File: src/rtl/rht_pkg.sv
`default_nettype none
package rht_pkg;

    localparam int OP_FIELD_LEN    = 16;
    localparam int NAME_FIELD_LEN  = 256;
    localparam int DIGIT_FIELD_LEN = 32;

    localparam int IDX_MAX_A = (OP_FIELD_LEN > NAME_FIELD_LEN) ? OP_FIELD_LEN : NAME_FIELD_LEN;
    localparam int IDX_MAX   = (IDX_MAX_A > DIGIT_FIELD_LEN) ? IDX_MAX_A : DIGIT_FIELD_LEN;
    localparam int IDX_W     = $clog2(IDX_MAX);

    localparam int LEN_W = 64;

    localparam logic [1:0] SRC_VALID = 2'd0;
    localparam logic [1:0] SRC_ENDED = 2'd1;

    localparam logic [7:0] CH_NUL   = 8'h00;
    localparam logic [7:0] CH_TAB   = 8'h09;
    localparam logic [7:0] CH_NL    = 8'h0A;
    localparam logic [7:0] CH_VT    = 8'h0B;
    localparam logic [7:0] CH_FF    = 8'h0C;
    localparam logic [7:0] CH_CR    = 8'h0D;
    localparam logic [7:0] CH_SP    = 8'h20;
    localparam logic [7:0] CH_PLUS  = 8'h2B;
    localparam logic [7:0] CH_MINUS = 8'h2D;
    localparam logic [7:0] CH_0     = 8'h30;
    localparam logic [7:0] CH_9     = 8'h39;

    localparam logic [1:0] SEP_LAST = 2'd3;

    typedef enum logic [1:0] {
        KIND_CHAR  = 2'd0,
        KIND_DONE  = 2'd1,
        KIND_ERROR = 2'd2
    } t_kind;

    typedef enum logic [2:0] {
        ST_OK         = 3'd0,
        ST_ENDED      = 3'd1,
        ST_TOO_MANY   = 3'd2,
        ST_READ_FAIL  = 3'd3,
        ST_ZERO_LEN   = 3'd4,
        ST_OP_LONG    = 3'd5,
        ST_NAME_LONG  = 3'd6,
        ST_DIGIT_LONG = 3'd7
    } t_status;

    typedef struct packed {
        t_kind             kind;
        logic [1:0]        field;
        logic [7:0]        pos;
        logic [7:0]        chr;
        logic [LEN_W-1:0]  len;
        t_status           status;
    } t_result;

    typedef struct packed {
        logic feed;
        logic clear;
    } t_num_ctl;

endpackage
`default_nettype wire

File: src/rtl/rht_if.sv
`default_nettype none
interface rht_in_if;
    logic       valid;
    logic       ready;
    logic [7:0] header_byte;
    logic [1:0] source_status;

    modport source (output valid, output header_byte, output source_status, input ready);
    modport sink (input valid, input header_byte, input source_status, output ready);
endinterface

interface rht_out_if;
    logic               valid;
    logic               ready;
    logic [1:0]         result_kind;
    logic [1:0]         field_number;
    logic [7:0]         char_position;
    logic [7:0]         char_value;
    logic signed [63:0] length_value;
    logic [2:0]         status_code;

    modport source (output valid, output result_kind, output field_number,
                    output char_position, output char_value, output length_value,
                    output status_code, input ready);
    modport sink (input valid, input result_kind, input field_number,
                  input char_position, input char_value, input length_value,
                  input status_code, output ready);
endinterface
`default_nettype wire

File: src/rtl/rht_number.sv
`default_nettype none
module rht_number (
    input  wire logic                     i_clk,
    input  wire logic                     i_rst_n,
    input  wire rht_pkg::t_num_ctl        i_ctl,
    input  wire logic [7:0]               i_byte,
    output logic [rht_pkg::LEN_W-1:0]     o_len,
    output logic                          o_zero
);
    localparam int PW = rht_pkg::LEN_W + 4;

    logic [rht_pkg::LEN_W-1:0] r_acc, n_acc;
    logic                      r_neg, n_neg;
    logic                      r_stop, n_stop;
    logic                      r_begun, n_begun;

    logic                      is_blank;
    logic                      is_digit;
    logic [PW-1:0]             wide_acc;
    logic [PW-1:0]             prod;
    logic [rht_pkg::LEN_W-1:0] limit;

    assign is_blank = (i_byte == rht_pkg::CH_TAB) || (i_byte == rht_pkg::CH_VT) ||
                      (i_byte == rht_pkg::CH_FF)  || (i_byte == rht_pkg::CH_CR);
    assign is_digit = (i_byte inside {[rht_pkg::CH_0:rht_pkg::CH_9]});

    // acc*10 + d; saturate when it passes the signed limit
    assign wide_acc = {4'b0, r_acc};
    assign prod     = (wide_acc << 3) + (wide_acc << 1) +
                      PW'(i_byte - rht_pkg::CH_0) ;
    assign limit    = {1'b1, {(rht_pkg::LEN_W-1){1'b0}}} -
                      rht_pkg::LEN_W'(!r_neg);

    always_comb begin
        n_acc   = r_acc;
        n_neg   = r_neg;
        n_stop  = r_stop;
        n_begun = r_begun;
        if (i_ctl.clear) begin
            n_acc   = '0;
            n_neg   = 1'b0;
            n_stop  = 1'b0;
            n_begun = 1'b0;
        end else if (i_ctl.feed && !r_stop) begin
            if (!(r_begun == 1'b0 && is_blank)) begin
                n_begun = 1'b1;
                if (!r_begun && i_byte == rht_pkg::CH_PLUS) begin
                    n_begun = 1'b1;
                end else if (!r_begun && i_byte == rht_pkg::CH_MINUS) begin
                    n_neg = 1'b1;
                end else if (is_digit) begin
                    if (prod > {4'b0, limit}) begin
                        n_acc = limit;
                    end else begin
                        n_acc = prod[rht_pkg::LEN_W-1:0];
                    end
                end else begin
                    n_stop = 1'b1;
                end
            end
        end
    end

    always_ff @(posedge i_clk) begin
        if (!i_rst_n) begin
            r_acc   <= '0;
            r_neg   <= 1'b0;
            r_stop  <= 1'b0;
            r_begun <= 1'b0;
        end else begin
            r_acc   <= n_acc;
            r_neg   <= n_neg;
            r_stop  <= n_stop;
            r_begun <= n_begun;
        end
    end

    assign o_len  = r_neg ? ('0 - r_acc) : r_acc;
    assign o_zero = (r_acc == '0);
endmodule
`default_nettype wire

File: src/rtl/rht_parse.sv
`default_nettype none
module rht_parse (
    input  wire logic             i_clk,
    input  wire logic             i_rst_n,
    input  wire logic             i_step,
    input  wire logic [7:0]       i_byte,
    input  wire logic [1:0]       i_src,
    output rht_pkg::t_result      o_res,
    output logic                  o_has
);
    localparam int IW = rht_pkg::IDX_W;

    logic [1:0]    r_sep, n_sep;
    logic [IW-1:0] r_idx, n_idx;
    logic [IW:0]   idx_inc;
    logic [IW+7:0] idx_ext;
    logic          restart;
    logic          feed;

    rht_pkg::t_num_ctl         num_ctl;
    logic [rht_pkg::LEN_W-1:0] num_len;
    logic                      num_zero;

    assign idx_inc = {1'b0, r_idx} + (IW+1)'(1);
    assign idx_ext = {8'b0, r_idx};

    always_comb begin
        o_res   = '0;
        o_has   = 1'b0;
        restart = 1'b0;
        feed    = 1'b0;
        n_sep   = r_sep;
        n_idx   = r_idx;
        if (i_src == rht_pkg::SRC_ENDED) begin
            o_has        = 1'b1;
            o_res.kind   = rht_pkg::KIND_ERROR;
            o_res.status = rht_pkg::ST_ENDED;
        end else if (i_src != rht_pkg::SRC_VALID) begin
            o_has        = 1'b1;
            o_res.kind   = rht_pkg::KIND_ERROR;
            o_res.status = rht_pkg::ST_READ_FAIL;
        end else if (i_byte == rht_pkg::CH_NUL) begin
            o_has = 1'b0;
        end else if (i_byte == rht_pkg::CH_NL) begin
            o_has = 1'b1;
            if (r_sep == rht_pkg::SEP_LAST && num_zero) begin
                o_res.kind   = rht_pkg::KIND_ERROR;
                o_res.status = rht_pkg::ST_ZERO_LEN;
            end else begin
                o_res.kind = rht_pkg::KIND_DONE;
                o_res.len  = (r_sep == rht_pkg::SEP_LAST) ? num_len : '0;
            end
        end else if (i_byte == rht_pkg::CH_SP) begin
            if (r_sep == rht_pkg::SEP_LAST) begin
                o_has        = 1'b1;
                o_res.kind   = rht_pkg::KIND_ERROR;
                o_res.status = rht_pkg::ST_TOO_MANY;
            end else begin
                n_sep = r_sep + 2'd1;
                n_idx = '0;
            end
        end else begin
            case (r_sep)
                2'd0: begin
                    o_has = 1'b1;
                    if (idx_inc >= (IW+1)'(rht_pkg::OP_FIELD_LEN)) begin
                        o_res.kind   = rht_pkg::KIND_ERROR;
                        o_res.status = rht_pkg::ST_OP_LONG;
                    end else begin
                        o_res.kind = rht_pkg::KIND_CHAR;
                        o_res.pos  = idx_ext[7:0];
                        o_res.chr  = i_byte;
                        n_idx      = idx_inc[IW-1:0];
                    end
                end
                2'd1: begin
                    o_has = 1'b1;
                    if (idx_inc >= (IW+1)'(rht_pkg::NAME_FIELD_LEN)) begin
                        o_res.kind   = rht_pkg::KIND_ERROR;
                        o_res.status = rht_pkg::ST_NAME_LONG;
                    end else begin
                        o_res.kind  = rht_pkg::KIND_CHAR;
                        o_res.field = 2'd1;
                        o_res.pos   = idx_ext[7:0];
                        o_res.chr   = i_byte;
                        n_idx       = idx_inc[IW-1:0];
                    end
                end
                2'd2: begin
                    feed = 1'b1;
                    if (idx_inc >= (IW+1)'(rht_pkg::DIGIT_FIELD_LEN)) begin
                        o_has        = 1'b1;
                        o_res.kind   = rht_pkg::KIND_ERROR;
                        o_res.status = rht_pkg::ST_DIGIT_LONG;
                    end else begin
                        n_idx = idx_inc[IW-1:0];
                    end
                end
                default: begin
                    o_has = 1'b0;
                end
            endcase
        end
        if (o_has && o_res.kind != rht_pkg::KIND_CHAR) begin
            restart = 1'b1;
            n_sep   = '0;
            n_idx   = '0;
        end
    end

    assign num_ctl.feed  = feed & i_step;
    assign num_ctl.clear = restart & i_step;

    rht_number u_number (
        .i_clk   (i_clk),
        .i_rst_n (i_rst_n),
        .i_ctl   (num_ctl),
        .i_byte  (i_byte),
        .o_len   (num_len),
        .o_zero  (num_zero)
    );

    always_ff @(posedge i_clk) begin
        if (!i_rst_n) begin
            r_sep <= '0;
            r_idx <= '0;
        end else if (i_step) begin
            r_sep <= n_sep;
            r_idx <= n_idx;
        end
    end
endmodule
`default_nettype wire

File: src/rtl/request_header_tokenizer_top.sv
`default_nettype none
// Request header tokenizer. Takes one header byte per cycle when the output is
// not stalled and returns at most one result per byte: a stored character of the
// operation or name field, a header-complete result with the parsed length, or
// an error; after a complete or error result the parser restarts at a fresh
// line. A byte is registered on acceptance and parsed into the output register
// when the output can advance, so a result passes through the input and output
// registers; with the output taken every cycle the block sustains one byte per
// cycle. Bytes that give no result (NUL, separators, length digits) still take a parse step.
module request_header_tokenizer_top (
    input  wire logic  i_clk,
    input  wire logic  i_rst_n,
    rht_in_if.sink     i_hdr,
    rht_out_if.source  o_res
);
    logic       r_in_valid;
    logic [7:0] r_byte;
    logic [1:0] r_src;

    logic             r_out_valid;
    rht_pkg::t_result r_res;

    logic             advance;
    logic             has;
    rht_pkg::t_result res;

    assign advance     = r_in_valid && (!r_out_valid || o_res.ready);
    assign i_hdr.ready = i_rst_n && (!r_in_valid || advance);

    rht_parse u_parse (
        .i_clk   (i_clk),
        .i_rst_n (i_rst_n),
        .i_step  (advance),
        .i_byte  (r_byte),
        .i_src   (r_src),
        .o_res   (res),
        .o_has   (has)
    );

    always_ff @(posedge i_clk) begin
        if (!i_rst_n) begin
            r_in_valid  <= 1'b0;
            r_out_valid <= 1'b0;
        end else begin
            if (i_hdr.ready) begin
                r_in_valid <= i_hdr.valid;
            end
            if (advance) begin
                r_out_valid <= has;
            end else if (o_res.ready) begin
                r_out_valid <= 1'b0;
            end
        end
        if (i_hdr.valid && i_hdr.ready) begin
            r_byte <= i_hdr.header_byte;
            r_src  <= i_hdr.source_status;
        end
        if (advance) begin
            r_res <= res;
        end
    end

    assign o_res.valid         = r_out_valid;
    assign o_res.result_kind   = r_res.kind;
    assign o_res.field_number  = r_res.field;
    assign o_res.char_position = r_res.pos;
    assign o_res.char_value    = r_res.chr;
    assign o_res.length_value  = r_res.len;
    assign o_res.status_code   = r_res.status;
endmodule
`default_nettype wire

File: src/flat_wrapper.sv
// flat-port wrapper written by rule: the top's interface ports become plain ports
module request_header_tokenizer_top_flat 
  (i_clk, i_rst_n, i_hdr_valid, i_hdr_header_byte, i_hdr_source_status, i_hdr_ready, o_res_valid, o_res_result_kind, o_res_field_number, o_res_char_position, o_res_char_value, o_res_length_value, o_res_status_code, o_res_ready);
  rht_in_if i_hdr_i ();
  rht_out_if o_res_i ();
  input  wire logic i_clk;
  input  wire logic i_rst_n;
  input wire logic [$bits(i_hdr_i.valid)-1:0] i_hdr_valid;
  input wire logic [$bits(i_hdr_i.header_byte)-1:0] i_hdr_header_byte;
  input wire logic [$bits(i_hdr_i.source_status)-1:0] i_hdr_source_status;
  output wire logic [$bits(i_hdr_i.ready)-1:0] i_hdr_ready;
  output wire logic [$bits(o_res_i.valid)-1:0] o_res_valid;
  output wire logic [$bits(o_res_i.result_kind)-1:0] o_res_result_kind;
  output wire logic [$bits(o_res_i.field_number)-1:0] o_res_field_number;
  output wire logic [$bits(o_res_i.char_position)-1:0] o_res_char_position;
  output wire logic [$bits(o_res_i.char_value)-1:0] o_res_char_value;
  output wire logic [$bits(o_res_i.length_value)-1:0] o_res_length_value;
  output wire logic [$bits(o_res_i.status_code)-1:0] o_res_status_code;
  input wire logic [$bits(o_res_i.ready)-1:0] o_res_ready;
  assign i_hdr_i.valid = i_hdr_valid;
  assign i_hdr_i.header_byte = i_hdr_header_byte;
  assign i_hdr_i.source_status = i_hdr_source_status;
  assign i_hdr_ready = i_hdr_i.ready;
  assign o_res_valid = o_res_i.valid;
  assign o_res_result_kind = o_res_i.result_kind;
  assign o_res_field_number = o_res_i.field_number;
  assign o_res_char_position = o_res_i.char_position;
  assign o_res_char_value = o_res_i.char_value;
  assign o_res_length_value = o_res_i.length_value;
  assign o_res_status_code = o_res_i.status_code;
  assign o_res_i.ready = o_res_ready;
  request_header_tokenizer_top u_core (.i_clk(i_clk), .i_rst_n(i_rst_n), .i_hdr(i_hdr_i), .o_res(o_res_i));
endmodule
File: config.mk
export PLATFORM = sky130hd
export DESIGN_NAME = request_header_tokenizer_top_flat
export DESIGN_NICKNAME = d
export VERILOG_FILES = /design/src/rtl/rht_pkg.sv /design/src/rtl/rht_if.sv /design/src/rtl/rht_number.sv /design/src/rtl/rht_parse.sv /design/src/rtl/request_header_tokenizer_top.sv /design/src/flat_wrapper.sv
export SDC_FILE = /design/constraint.sdc
export NUM_CORES = 1
export LEC_CHECK = 0
export BUFFER_PORTS_ARGS = -buffer_cell sky130_fd_sc_hd__buf_2
export CORE_UTILIZATION = 40
export CTS_BUF_LIST = sky130_fd_sc_hd__clkbuf_8 sky130_fd_sc_hd__clkbuf_16
export CTS_CLUSTER_DIAMETER = 150
export CTS_CLUSTER_SIZE = 28
export DETAILED_ROUTE_END_ITERATION = 10
export HOLD_SLACK_MARGIN = 0.06
export PLACE_DENSITY_LB_ADDON = 0.3
export SYNTH_ARGS = -nofsm -noshare
export SYNTH_HDL_FRONTEND = slang
export SYNTH_SLANG_ARGS = --single-unit
File: constraint.sdc
create_clock -name i_clk -period 14.2 [get_ports i_clk]
set_input_delay 1.42 -clock i_clk [delete_from_list [all_inputs] [get_ports i_clk]]
set_output_delay 1.42 -clock i_clk [all_outputs]
set_load 0.05 [all_outputs]
==> results of run 1 <==
[power groups by stage]
stage | clock network, mW | registers [mW] | logic [mW]
2_1_floorplan | 0 | 0.604 | 0.0675
3_3_place_gp | 0 | 0.562 | 0.141
3_5_place_dp | 0 | 0.562 | 0.143
4_1_cts | 0.491 | 0.551 | 0.143
5_1_grt | 0.511 | 0.552 | 0.154
6_report | 0.479 | 0.551 | 0.143
[layer usage]
metal / wire length [um] / vias to the layer above / track usage
met5: 0 / - / 0
met4: 1180 / 0 / 0.0919
met3: 2050 / 66 / 0.0342
met2: 20100 / 358 / 0.379
met1: 18900 / 6317 / 0.292
li1: - / 6307 / -
[how the worst max path moves through the flow]
stage / startpoint / endpoint / depth (start not counted)
floorplan: u_core.r_byte[4]$_DFFE_PP_ / u_core.u_parse.u_number.r_acc[1]$_SDFFE_PP0P_ / 27
global route: u_core.r_byte[4]$_DFFE_PP_ / u_core.u_parse.u_number.r_acc[11]$_SDFFE_PP0P_ / 24
CTS: u_core.r_byte[4]$_DFFE_PP_ / u_core.u_parse.u_number.r_acc[0]$_SDFFE_PP0P_ / 24
detailed placement: u_core.r_byte[4]$_DFFE_PP_ / u_core.u_parse.u_number.r_acc[45]$_SDFFE_PP0P_ / 24
finish: u_core.r_byte[4]$_DFFE_PP_ / u_core.u_parse.u_number.r_acc[11]$_SDFFE_PP0P_ / 24
global placement: u_core.r_byte[4]$_DFFE_PP_ / u_core.u_parse.u_number.r_acc[55]$_SDFFE_PP0P_ / 27
[kinds of logic after synthesis]
family / count (synthesis) / share of synthesized area
compound gates: 423 / 0.186
xor+xnor: 125 / 0.0721
fa+ha+maj: 206 / 0.201
buf+inv: 123 / 0.0340
flops: 175 / 0.294
mux: 3 / 0.00198
other cells: 1 / 0.000247
simple gates: 617 / 0.211
[flip-flops by register name (all words and copies together), names as in the netlist, 2 cells and up]
register                       cells
u_core.o_res.length_value         64
u_core.u_parse.u_number.r_acc     64
u_core.o_res.char_position         8
u_core.o_res.char_value            8
u_core.r_byte                      8
u_core.u_parse.r_idx               8
u_core.o_res.status_code           3
u_core.o_res.result_kind           2
u_core.r_src                       2
u_core.u_parse.r_sep               2
[tightest hold or removal path: stages (launching register included)]
cell and delay (ps):
dfxtp_1 320, nor2_1 40, nor2_1 80
[synthesized netlist by cell type (48+ instances only)]
cell	instances
xor2_1	81
dfxtp_1	79
ha_1	143
a21oi_1	107
inv_1	58
clkbuf_1	48
nor2_1	194
edfxtp_1	96
o21ai_0	89
fa_1	63
nor3_1	73
nand2_1	98
[cell type report]
type                       instances  area (sq um)  area share
sequential                       175          4470       0.267
timing repair buffer             112           588      0.0351
multi-input combinational       1375         10200       0.611
tap                              511           639      0.0382
clock inverter                    15           159     0.00950
clock buffer                      17           425      0.0254
inverter                          58           219      0.0131
antenna                            1          2.50    0.000150
[metrics by stage]
stage	cell area [sq um]	total power [mW]
6_report	16700	1.17
5_1_grt	16700	1.22
4_1_cts	16700	1.19
3_5_place_dp	16100	0.705
3_3_place_gp	16100	0.703
2_1_floorplan	15200	0.672
==> summary.md, run 1 <==
| Metric | Value |
|---|---|
| Outcome | `completed` |
| WL/cell | `18.7 um` |
| Library cells used by synthesis | `76` |
| Final-stage net count | `1959` |
| Hold Path Stages | `2` |
| Top Ports | `103` |
| Max Fclk | `116 MHz` |
| Gpl congestion | `0.879` |
| Worst-case reg-to-reg path depth | `24` |
| Area share of the largest cell type after synthesis | `0.190` |
| Initial core utilization | `0.405` |
| R2R Path Start | `u_core.r_byte[4]$_DFFE_PP_` |
| Port Buffers | `101` |
| Buf/Inv on CP | `2` |
| Syn avg cell area | `9.08 sq um` |
| Clock power frac | `0.408` |
| Core area | `0.0375 sq mm` |
| Seq pwr share | `0.470` |
| Post-synthesis sequential area ratio | `0.294` |
| Delay-heaviest family, CP | `compound AO/OA/AOI/OAI gates` |
| Rows | `71` |
| WP data arrival | `8930 ps` |
| Vias in the first global route | `12.9k` |
| Post-CTS Resized | `0` |
| Synth Cell Area | `0.0152 sq mm` |
| CP Capture Type | `register` |
| Synthesis-to-layout area growth | `10.2%` |
| Final worst path period share | `0.606` |
| Die width | `197 um` |
| Non-filler instance count after layout | `2264` |
| Post-DP HPWL | `32500 um` |
| Longest Clk Path Bufs | `2` |
| Die Y | `197 um` |
| RR Endpoint | `u_core.u_parse.u_number.r_acc[11]$_SDFFE_PP0P_` |
| Slew Limit Fails | `0` |
| Final wirelength | `42300 um` |
| Worst path max stage delay | `910 ps` |
| YS warnings | `0` |
| Drt first pass iters | `7` |
| Critical path cell sequence | `ha_1 -> nor3_2 -> buf_4 -> fa_1 -> ha_1 -> a21oi_1 -> o21ai_0 -> a2111oi_2 -> a21oi_1 -> a2111oi_0 -> nor2_1 -> xor2_1 -> ha_1 -> and2_1 -> a221o_1 -> a221oi_1 -> o21ai_0 -> a211oi_1 -> o21a_1 -> o22ai_1 -> or4_2 -> buf_4 -> nor4_1 -> nor3_1` |
| Fillers | `3781` |
| Top cell by count, worst path | `ha_1` |
| Layout cell share with drive strength beyond 1 | `0.115` |
| Maximum number of pins on one net before global-route repair | `84` |
| Internal | `0.815 mW` |
| Switching Fraction | `0.305` |
| Global-route wire length before repair | `69300 um` |
| WHS Endpoint | `u_core.u_parse.u_number.r_begun$_SDFFE_PP0P_` |
| Final setup TNS | `0 ps` |
| Post-Syn Nets | `1893` |
| Gr ovfl total | `0` |
| R2r setup slk | `5600 ps` |
| CTS tree | `built` |
| Worst-path fanout max | `35` |
| ANT nets after route | `0` |
| Synthesized flop and latch total | `175` |
| DR vias/cell | `5.76` |
| Vias after detailed routing | `13.0k` |
| Post-Place Setup Slack | `5720 ps` |
| Global router's overall resource usage | `0.227` |
| Cts bufs inserted | `17` |
| Total placed cells including tap cells | `2231` |
| Post-synth EDFFs | `96` |
| Die area | `0.0387 sq mm` |
| Worst slew pin tran | `1030 ps` |
| Startpoint types | `register` |
| Initial antenna violation count | `1` |
| Htree depth | `4` |
| Most frequent cells in the layout | `nor2_1 (193), ha_1 (143), a21oi_1 (106), buf_2 (101), nand2_1 (98)` |
| Syn Inst Count | `1673` |
| Clk pin slew, worst setup/hold paths | `80 ps` |
| Endpoint required time on the critical path | `14530 ps` |
| Hold_buf cts | `0` |
| Worst ir drop on vdd | `80.0 uV` |
| Logic pwr share | `0.122` |
| CTS sink count | `175` |
| Setup WS post-layout | `5600 ps` |
| Synth area leader | `edfxtp_1` |
| Root buffer cell | `clkbuf_16` |
| Ys flop type | `edfxtp_1` |
| Max-cap violations | `0` |
| Power per cell area | `70.1 mW/mm^2` |
| Clock Latency Late Sink | `480 ps` |
| Initial DRC Count | `860` |
| Pleak | `7.09 nW` |
| Layout Skew | `15.7 ps` |
| Switching power | `0.357 mW` |
| Worst min-delay path class | `reg -> reg` |
| Final Hold Viols | `0` |
| WHS | `481 ps` |
| Hold Startpoint | `u_core.u_parse.u_number.r_begun$_SDFFE_PP0P_` |
| Final Setup Violations | `0` |
| RSZ-0062 raised after global routing | `no` |
| Ys async rst share | `0` |
| Max_slew headroom | `0.312` |
| Post-route DRC | `0` |
| Postcts setup bufs | `0` |
| CP Class | `reg -> reg` |
| Post-route minimum period | `8600 ps` |
| Area contributors post-synth | `edfxtp_1 (19%), ha_1 (12%), dfxtp_1 (10%)` |
| Slowest-stage cell, CP | `or4_2` |
| Most common cell after layout, fill and taps aside | `nor2_1` |
| Util after Layout | `0.446` |
(Power assumes the default switching activity.)
==> run 2: changes to the inputs <==
==> constraint.sdc (replaced) <==
create_clock -name i_clk -period 8.6 [get_ports i_clk]
set_input_delay 0.86 -clock i_clk [delete_from_list [all_inputs] [get_ports i_clk]]
set_output_delay 0.86 -clock i_clk [all_outputs]
set_load 0.05 [all_outputs]
==> run 2 against run 1 <==
Net effect: cell count increased by 0.22%; total power increased by 69%; worst hold slack got worse by 9.7 ps; sequential power increased by 65%; clock skew about the same; sequential share of layout area decreased by 0.21 points; largest power group unchanged; highest routed layer unchanged.
==> summary.md, run 2 (synthesis gave the netlist of run 1 again) <==
| Metric | Value |
|---|---|
| WHS | `472 ps (-9.66 ps)` |
| Htree depth | `4 (unchanged)` |
| Global-route wire length before repair | `69500 um (+0.29%)` |
| Multi-input logic area | `0.0103 sq mm (+0.32%)` |
| Root buffer cell | `clkbuf_16` |
| Post-DP HPWL | `32700 um (+0.78%)` |
| Wire length on met2 | `20200 um (+0.37%)` |
| Core area | `0.0375 sq mm (unchanged)` |
| R2r setup slk | `510 ps (-5090 ps)` |
| Fillers | `3710 (-1.9%)` |
| Post-CTS Resized | `0 (unchanged)` |
| Layout cell share with drive strength beyond 1 | `0.119 (+0.00423)` |
| Die Y | `197 um (unchanged)` |
| Startpoint types | `register` |
| R2R Path Start | `u_core.r_byte[4]$_DFFE_PP_` |
| Initial DRC Count | `797 (-7.3%)` |
| Worst-path fanout max | `40 (+14%)` |
| CP Capture Type | `register` |
| Max_slew headroom | `0.210 (-0.102)` |
| Final wirelength | `43200 um (+2.1%)` |
| Power per cell area | `117 mW/mm^2 (+67%)` |
| Worst Setup EP | `u_core.u_parse.u_number.r_acc[53]$_SDFFE_PP0P_` |
| Worst-case reg-to-reg path depth | `28 (+17%)` |
| Pleak | `7.13 nW (+0.62%)` |
| Rows | `71 (unchanged)` |
| Worst slew pin tran | `1180 ps (+153 ps)` |
| Final Hold Viols | `0 (unchanged)` |
| Layout Skew | `15.3 ps (-0.407 ps)` |
| Die width | `197 um (unchanged)` |
| Final setup TNS | `0 ps (unchanged)` |
| Setup crit start | `u_core.r_byte[4]$_DFFE_PP_` |
| Post-route minimum period | `8090 ps (-508 ps)` |
| Reg area | `0.00447 sq mm (unchanged)` |
| Gr ovfl total | `0 (unchanged)` |
| M1 WL | `19700 um (+4.0%)` |
| Most frequent cells in the layout | `nor2_1 (193), ha_1 (143), a21oi_1 (104), buf_2 (101), nand2_1 (98)` |
| Met3 WL post-DR | `1910 um (-6.7%)` |
| Die area | `0.0387 sq mm (unchanged)` |
| DR vias/cell | `5.75 (-0.30%)` |
| Longest Clk Path Bufs | `2 (unchanged)` |
| Gpl congestion | `0.898 (+2.1%)` |
| Outcome | `completed` |
| Non-filler instance count after layout | `2269 (+0.22%)` |
| Worst min-delay path class | `reg -> reg` |
| Vias in the first global route | `12.8k (-0.92%)` |
| Clock Latency Late Sink | `480 ps (about the same)` |
| Final-stage net count | `1964 (+0.26%)` |
| Final worst path period share | `0.941 (+0.335)` |
| Hold_buf cts | `0 (unchanged)` |
| ANT nets after route | `0 (unchanged)` |
| WP data arrival | `8400 ps (-530 ps)` |
| Maximum number of pins on one net before global-route repair | `75 (-11%)` |
| Max Fclk | `124 MHz (+6.3%)` |
| Postcts setup bufs | `0 (unchanged)` |
| CTS sink count | `175 (unchanged)` |
| Worst path max stage delay | `840 ps (-70 ps)` |
| CTS tree | `built` |
| Worst ir drop on vdd | `113 uV (+41%)` |
| CP Class | `reg -> reg` |
| Top sig layer | `met4` |
| Global router's overall resource usage | `0.229 (+0.00287)` |
| Drt first pass iters | `5 (-2)` |
| Most common cell after layout, fill and taps aside | `nor2_1` |
| WL/cell | `19.0 um (+1.9%)` |
| Slew Limit Fails | `0 (unchanged)` |
| Slowest-stage cell, CP | `or4_2` |
| Cts bufs inserted | `17 (unchanged)` |
| Max-cap violations | `0 (unchanged)` |
| Final Setup Violations | `0 (unchanged)` |
| Vias after detailed routing | `13.0k (-0.084%)` |
| Initial antenna violation count | `1 (unchanged)` |
| Initial core utilization | `0.405 (unchanged)` |
| Post-route DRC | `0 (unchanged)` |
| Port Buffers | `101 (unchanged)` |
| Total placed cells including tap cells | `2236 (+0.22%)` |
| Endpoint required time on the critical path | `8900 ps (-5630 ps)` |
| RR Endpoint | `u_core.u_parse.u_number.r_acc[53]$_SDFFE_PP0P_` |
| Synthesis-to-layout area growth | `11.0%` |
| Top Ports | `103 (unchanged)` |
| RSZ-0062 raised after global routing | `no` |
| Clk pin slew, worst setup/hold paths | `80 ps (about the same)` |
[run 2: where the power goes]
group	switching, mW	internal, mW	total, mW
Clock	0.408	0.418	0.827
Sequential	0.00833	0.901	0.909
Combinational	0.183	0.0587	0.242
[run 2: cell type report]
class / count / area share
Antenna cell: 1 / 0.000148
Clock buffer: 17 / 0.0252
Clock inverter: 15 / 0.0114
Inverter: 58 / 0.0130
Multi-Input combinational cell: 1375 / 0.609
Sequential cell: 175 / 0.265
Tap cell: 511 / 0.0379
Timing Repair Buffer: 117 / 0.0388
[run 2: per-layer routing]
metal / global-route usage / up-vias
li1: - / 6320
met1: 0.300 / 6311
met2: 0.378 / 342
met3: 0.0323 / 64
met4: 0.0968 / 0
met5: 0 / -
[run 2: worst min-delay path by stage]
stage                                                             from                                            to  slack [ps]  cells after the start
after floorplan            u_core.u_parse.u_number.r_stop$_SDFFE_PP0P_   u_core.u_parse.u_number.r_stop$_SDFFE_PP0P_         430                      2
after global placement    u_core.u_parse.u_number.r_begun$_SDFFE_PP0P_  u_core.u_parse.u_number.r_begun$_SDFFE_PP0P_         450                      2
after detailed placement  u_core.u_parse.u_number.r_begun$_SDFFE_PP0P_  u_core.u_parse.u_number.r_begun$_SDFFE_PP0P_         450                      2
after CTS                 u_core.u_parse.u_number.r_begun$_SDFFE_PP0P_  u_core.u_parse.u_number.r_begun$_SDFFE_PP0P_         470                      2
after global routing      u_core.u_parse.u_number.r_begun$_SDFFE_PP0P_  u_core.u_parse.u_number.r_begun$_SDFFE_PP0P_         520                      2
final                     u_core.u_parse.u_number.r_begun$_SDFFE_PP0P_  u_core.u_parse.u_number.r_begun$_SDFFE_PP0P_         470                      2
[run 2: critical path, delay by kind of cell, from the launching register on]
family,cells,cell delay [ps]
flip-flops,1,470
AND/OR/NAND/NOR,5,1620
AO/OA/AOI/OAI,14,3260
XOR/XNOR,1,200
buffers and inverters,4,810
adder cells (fa/ha/maj),4,1460
[run 2: per-stage QoR]
stage / utilization / setup slack (ps) / cell area [sq um] / total power [mW]
2_1_floorplan: - / 415 / 15200 / 1.11
3_3_place_gp: 0.433 / 179 / 16200 / 1.17
3_5_place_dp: 0.433 / 122 / 16200 / 1.17
4_1_cts: 0.449 / 68.1 / 16800 / 1.99
5_1_grt: 0.450 / 43.3 / 16900 / 2.05
6_report: 0.450 / 508 / 16900 / 1.98
==> run 3: changes to the inputs <==
--- a/config.mk
+++ b/config.mk
@@ -6,13 +6,14 @@
 export NUM_CORES = 1
 export LEC_CHECK = 0
 export BUFFER_PORTS_ARGS = -buffer_cell sky130_fd_sc_hd__buf_2
-export CORE_UTILIZATION = 40
+export CORE_UTILIZATION = 55
 export CTS_BUF_LIST = sky130_fd_sc_hd__clkbuf_8 sky130_fd_sc_hd__clkbuf_16
 export CTS_CLUSTER_DIAMETER = 150
 export CTS_CLUSTER_SIZE = 28
 export DETAILED_ROUTE_END_ITERATION = 10
 export HOLD_SLACK_MARGIN = 0.06
 export PLACE_DENSITY_LB_ADDON = 0.3
+export SKIP_CTS_REPAIR_TIMING = 1
 export SYNTH_ARGS = -nofsm -noshare
 export SYNTH_HDL_FRONTEND = slang
 export SYNTH_SLANG_ARGS = --single-unit
==> constraint.sdc (replaced) <==
create_clock -name i_clk -period 8.6 [get_ports i_clk]
set_input_delay 0.86 -clock i_clk [delete_from_list [all_inputs] [get_ports i_clk]]
set_output_delay 0.86 -clock i_clk [all_outputs]
set_load 0.005 [all_outputs]
==> run 3 against run 2 <==
Net effect: clock power rose by 2%; via count rose by 1.9%; combinational power fell by 28%; global-route usage rose by 6.8 points; maximum frequency barely moved; highest routed layer unchanged; register-to-register slack barely moved; first-iteration DRC count rose by 44%; clock skew rose by 3.6 ps; sequential power barely moved; sequential cell count did not move.
==> summary.md, run 3 (synthesis gave the netlist of run 1 again) <==
| Metric | Value |
|---|---|
| Outcome | `completed` |
| CP Capture Type | `register` |
| Total placed cells including tap cells | `2063 (-7.7%)` |
| Initial DRC Count | `1148 (+44%)` |
| Layout Skew | `18.9 ps (+3.63 ps)` |
| WL/cell | `19.6 um (+3.0%)` |
| Post-route minimum period | `8100 ps (+3.96 ps)` |
| Die width | `168 um (-15%)` |
| Hold Startpoint | `u_core.u_parse.u_number.r_begun$_SDFFE_PP0P_` |
| Fillers | `2320 (-37%)` |
| Delay-heaviest family, CP | `compound AO/OA/AOI/OAI gates` |
| Htree depth | `4 (unchanged)` |
| Diodes inserted | `0 (-1)` |
| Post-route DRC | `0 (unchanged)` |
| Top cell by count, worst path | `ha_1` |
| Slowest-stage cell, CP | `or4_2` |
| Non-filler instance count after layout | `2098 (-7.5%)` |
| Gpl congestion | `0.927 (+3.2%)` |
| Die area | `0.0283 sq mm (-27%)` |
| Initial antenna violation count | `0 (-1)` |
| Slew Limit Fails | `0 (unchanged)` |
| Startpoint types | `register` |
| Final setup TNS | `0 ps (unchanged)` |
| Global-route wire length before repair | `67200 um (-3.3%)` |
| Final Setup Violations | `0 (unchanged)` |
| Final-stage net count | `1964 (unchanged)` |
| Endpoint required time on the critical path | `8900 ps (about the same)` |
| WP data arrival | `8390 ps (about the same)` |
| Final Hold Viols | `0 (unchanged)` |
| Most common cell after layout, fill and taps aside | `nor2_1` |
| Post-DP HPWL | `30500 um (-6.9%)` |
| Max_slew headroom | `0.323 (+0.114)` |
| ANT nets after route | `0 (unchanged)` |
| Vias in the first global route | `12.9k (+1.0%)` |
| WHS | `486 ps (+14.6 ps)` |
| Buf/Inv on CP | `3 (-1)` |
| Util after Layout | `0.617 (+0.167)` |
| CP Class | `reg -> reg` |
| Most frequent cells in the layout | `nor2_1 (193), ha_1 (143), a21oi_1 (104), buf_2 (101), nand2_1 (98)` |
| Longest Clk Path Bufs | `2 (unchanged)` |
| Clock Latency Late Sink | `450 ps (-30 ps)` |
| Power per cell area | `116 mW/mm^2 (-1.3%)` |
| Die Y | `168 um (-15%)` |
| R2R Path Start | `u_core.r_byte[4]$_DFFE_PP_` |
| Drt first pass iters | `5 (unchanged)` |
| Hold Path Stages | `2 (unchanged)` |
| Worst slew pin tran | `1010 ps (-170 ps)` |
| Vias after detailed routing | `13.3k (+1.9%)` |
| DR vias/cell | `6.33 (+10%)` |
| CTS sink count | `175 (unchanged)` |
| Post-Place Setup Slack | `158 ps (+35.9 ps)` |
| Pleak | `7.15 nW (+0.26%)` |
| Gr ovfl total | `0 (unchanged)` |
| Maximum number of pins on one net before global-route repair | `70 (-6.7%)` |
| Rows | `60 (-15%)` |
| Max Fclk | `124 MHz (about the same)` |
| Clk pin slew, worst setup/hold paths | `80 ps (about the same)` |
| Setup WS post-layout | `504 ps (-3.96 ps)` |
| Worst-path fanout max | `50 (+25%)` |
| Final worst path period share | `0.941 (about the same)` |
| Worst ir drop on vdd | `124 uV (+9.6%)` |
| WHS Endpoint | `u_core.u_parse.u_number.r_begun$_SDFFE_PP0P_` |
| Core area | `0.0270 sq mm (-28%)` |
| Final wirelength | `41100 um (-4.8%)` |
| Layout cell share with drive strength beyond 1 | `0.120 (+0.00114)` |
| Max-cap violations | `0 (unchanged)` |
| RSZ-0062 raised after global routing | `no` |
| Worst min-delay path class | `reg -> reg` |
| Initial core utilization | `0.562 (+0.157)` |
| Root buffer cell | `clkbuf_16` |
| Global router's overall resource usage | `0.297 (+0.0677)` |
| RR Endpoint | `u_core.u_parse.u_number.r_acc[54]$_SDFFE_PP0P_` |
| Cts bufs inserted | `17 (unchanged)` |
| Worst-case reg-to-reg path depth | `27 (-3.6%)` |
| Synthesis-to-layout area growth | `9.73%` |
| Worst path max stage delay | `760 ps (-80 ps)` |
| Top Ports | `103 (unchanged)` |
| CTS tree | `built` |
| Port Buffers | `101 (unchanged)` |
| R2r setup slk | `500 ps (about the same)` |
run 3: worst max-delay path by stage:
stage,from,to,depth (start not counted)
after floorplan,u_core.r_byte[4]$_DFFE_PP_,u_core.u_parse.u_number.r_acc[1]$_SDFFE_PP0P_,27
after global placement,u_core.r_byte[4]$_DFFE_PP_,u_core.u_parse.u_number.r_acc[42]$_SDFFE_PP0P_,24
after detailed placement,u_core.r_byte[4]$_DFFE_PP_,u_core.u_parse.u_number.r_acc[14]$_SDFFE_PP0P_,24
after CTS,u_core.r_byte[4]$_DFFE_PP_,u_core.u_parse.u_number.r_acc[14]$_SDFFE_PP0P_,24
after global routing,u_core.r_byte[4]$_DFFE_PP_,u_core.u_parse.u_number.r_acc[56]$_SDFFE_PP0P_,27
final,u_core.r_byte[4]$_DFFE_PP_,u_core.u_parse.u_number.r_acc[54]$_SDFFE_PP0P_,27
run 3: metal layers:
| layer | wire (um) | global-route usage | part of all wire | vias to the layer above |
|---|---|---|---|---|
| met4 | 1040 | 0.106 | 0.025 | 0 |
| met3 | 2230 | 0.0360 | 0.054 | 73 |
| met2 | 19500 | 0.497 | 0.47 | 479 |
| met5 | 0 | 0 | 0 | - |
| li1 | - | - | - | 6328 |
| met1 | 18300 | 0.397 | 0.45 | 6410 |
run 3: through the flow:
step	cell area [sq um]	total power, mW
2_1_floorplan	15200	1.04
5_1_grt	16700	1.99
3_3_place_gp	16000	1.10
4_1_cts	16600	1.94
6_report	16700	1.93
3_5_place_dp	16000	1.10
run 3: worst register-to-register path, cell delays in order, from the launching register on:
cell and delay [ps]:
edfxtp_1 470, ha_1 330, nor3_4 350, buf_4 300, fa_1 480, ha_1 430
and3_1 220, nand4_1 200, or4_1 440, a21oi_1 240, o21ai_0 230, a21oi_1 340
nor2_1 110, o21a_1 200, xor2_1 200, inv_1 80, ha_1 300, a21o_1 190
a221o_1 350, a221oi_2 360, o21ai_0 150, a211oi_1 250, o21a_1 150, o22ai_1 100
or4_2 760, buf_12 280, nor4_1 350, nor3_1 80
run 3: cell type report:
| class | instances | area (sq um) | area share |
|---|---|---|---|
| Tap cell | 341 | 427 | 0.0256 |
| Clock inverter | 15 | 211 | 0.0127 |
| Multi-Input combinational cell | 1375 | 10300 | 0.617 |
| Clock buffer | 17 | 425 | 0.0255 |
| Inverter | 58 | 219 | 0.0131 |
| Timing Repair Buffer | 117 | 638 | 0.0383 |
| Sequential cell | 175 | 4470 | 0.268 |
run 3: where the power goes:
group,internal (mW),switching (mW),total (mW)
Clock,0.409,0.436,0.844
Combinational,0.0576,0.118,0.175
Sequential,0.901,0.00853,0.909
Total,1.37,0.562,1.93
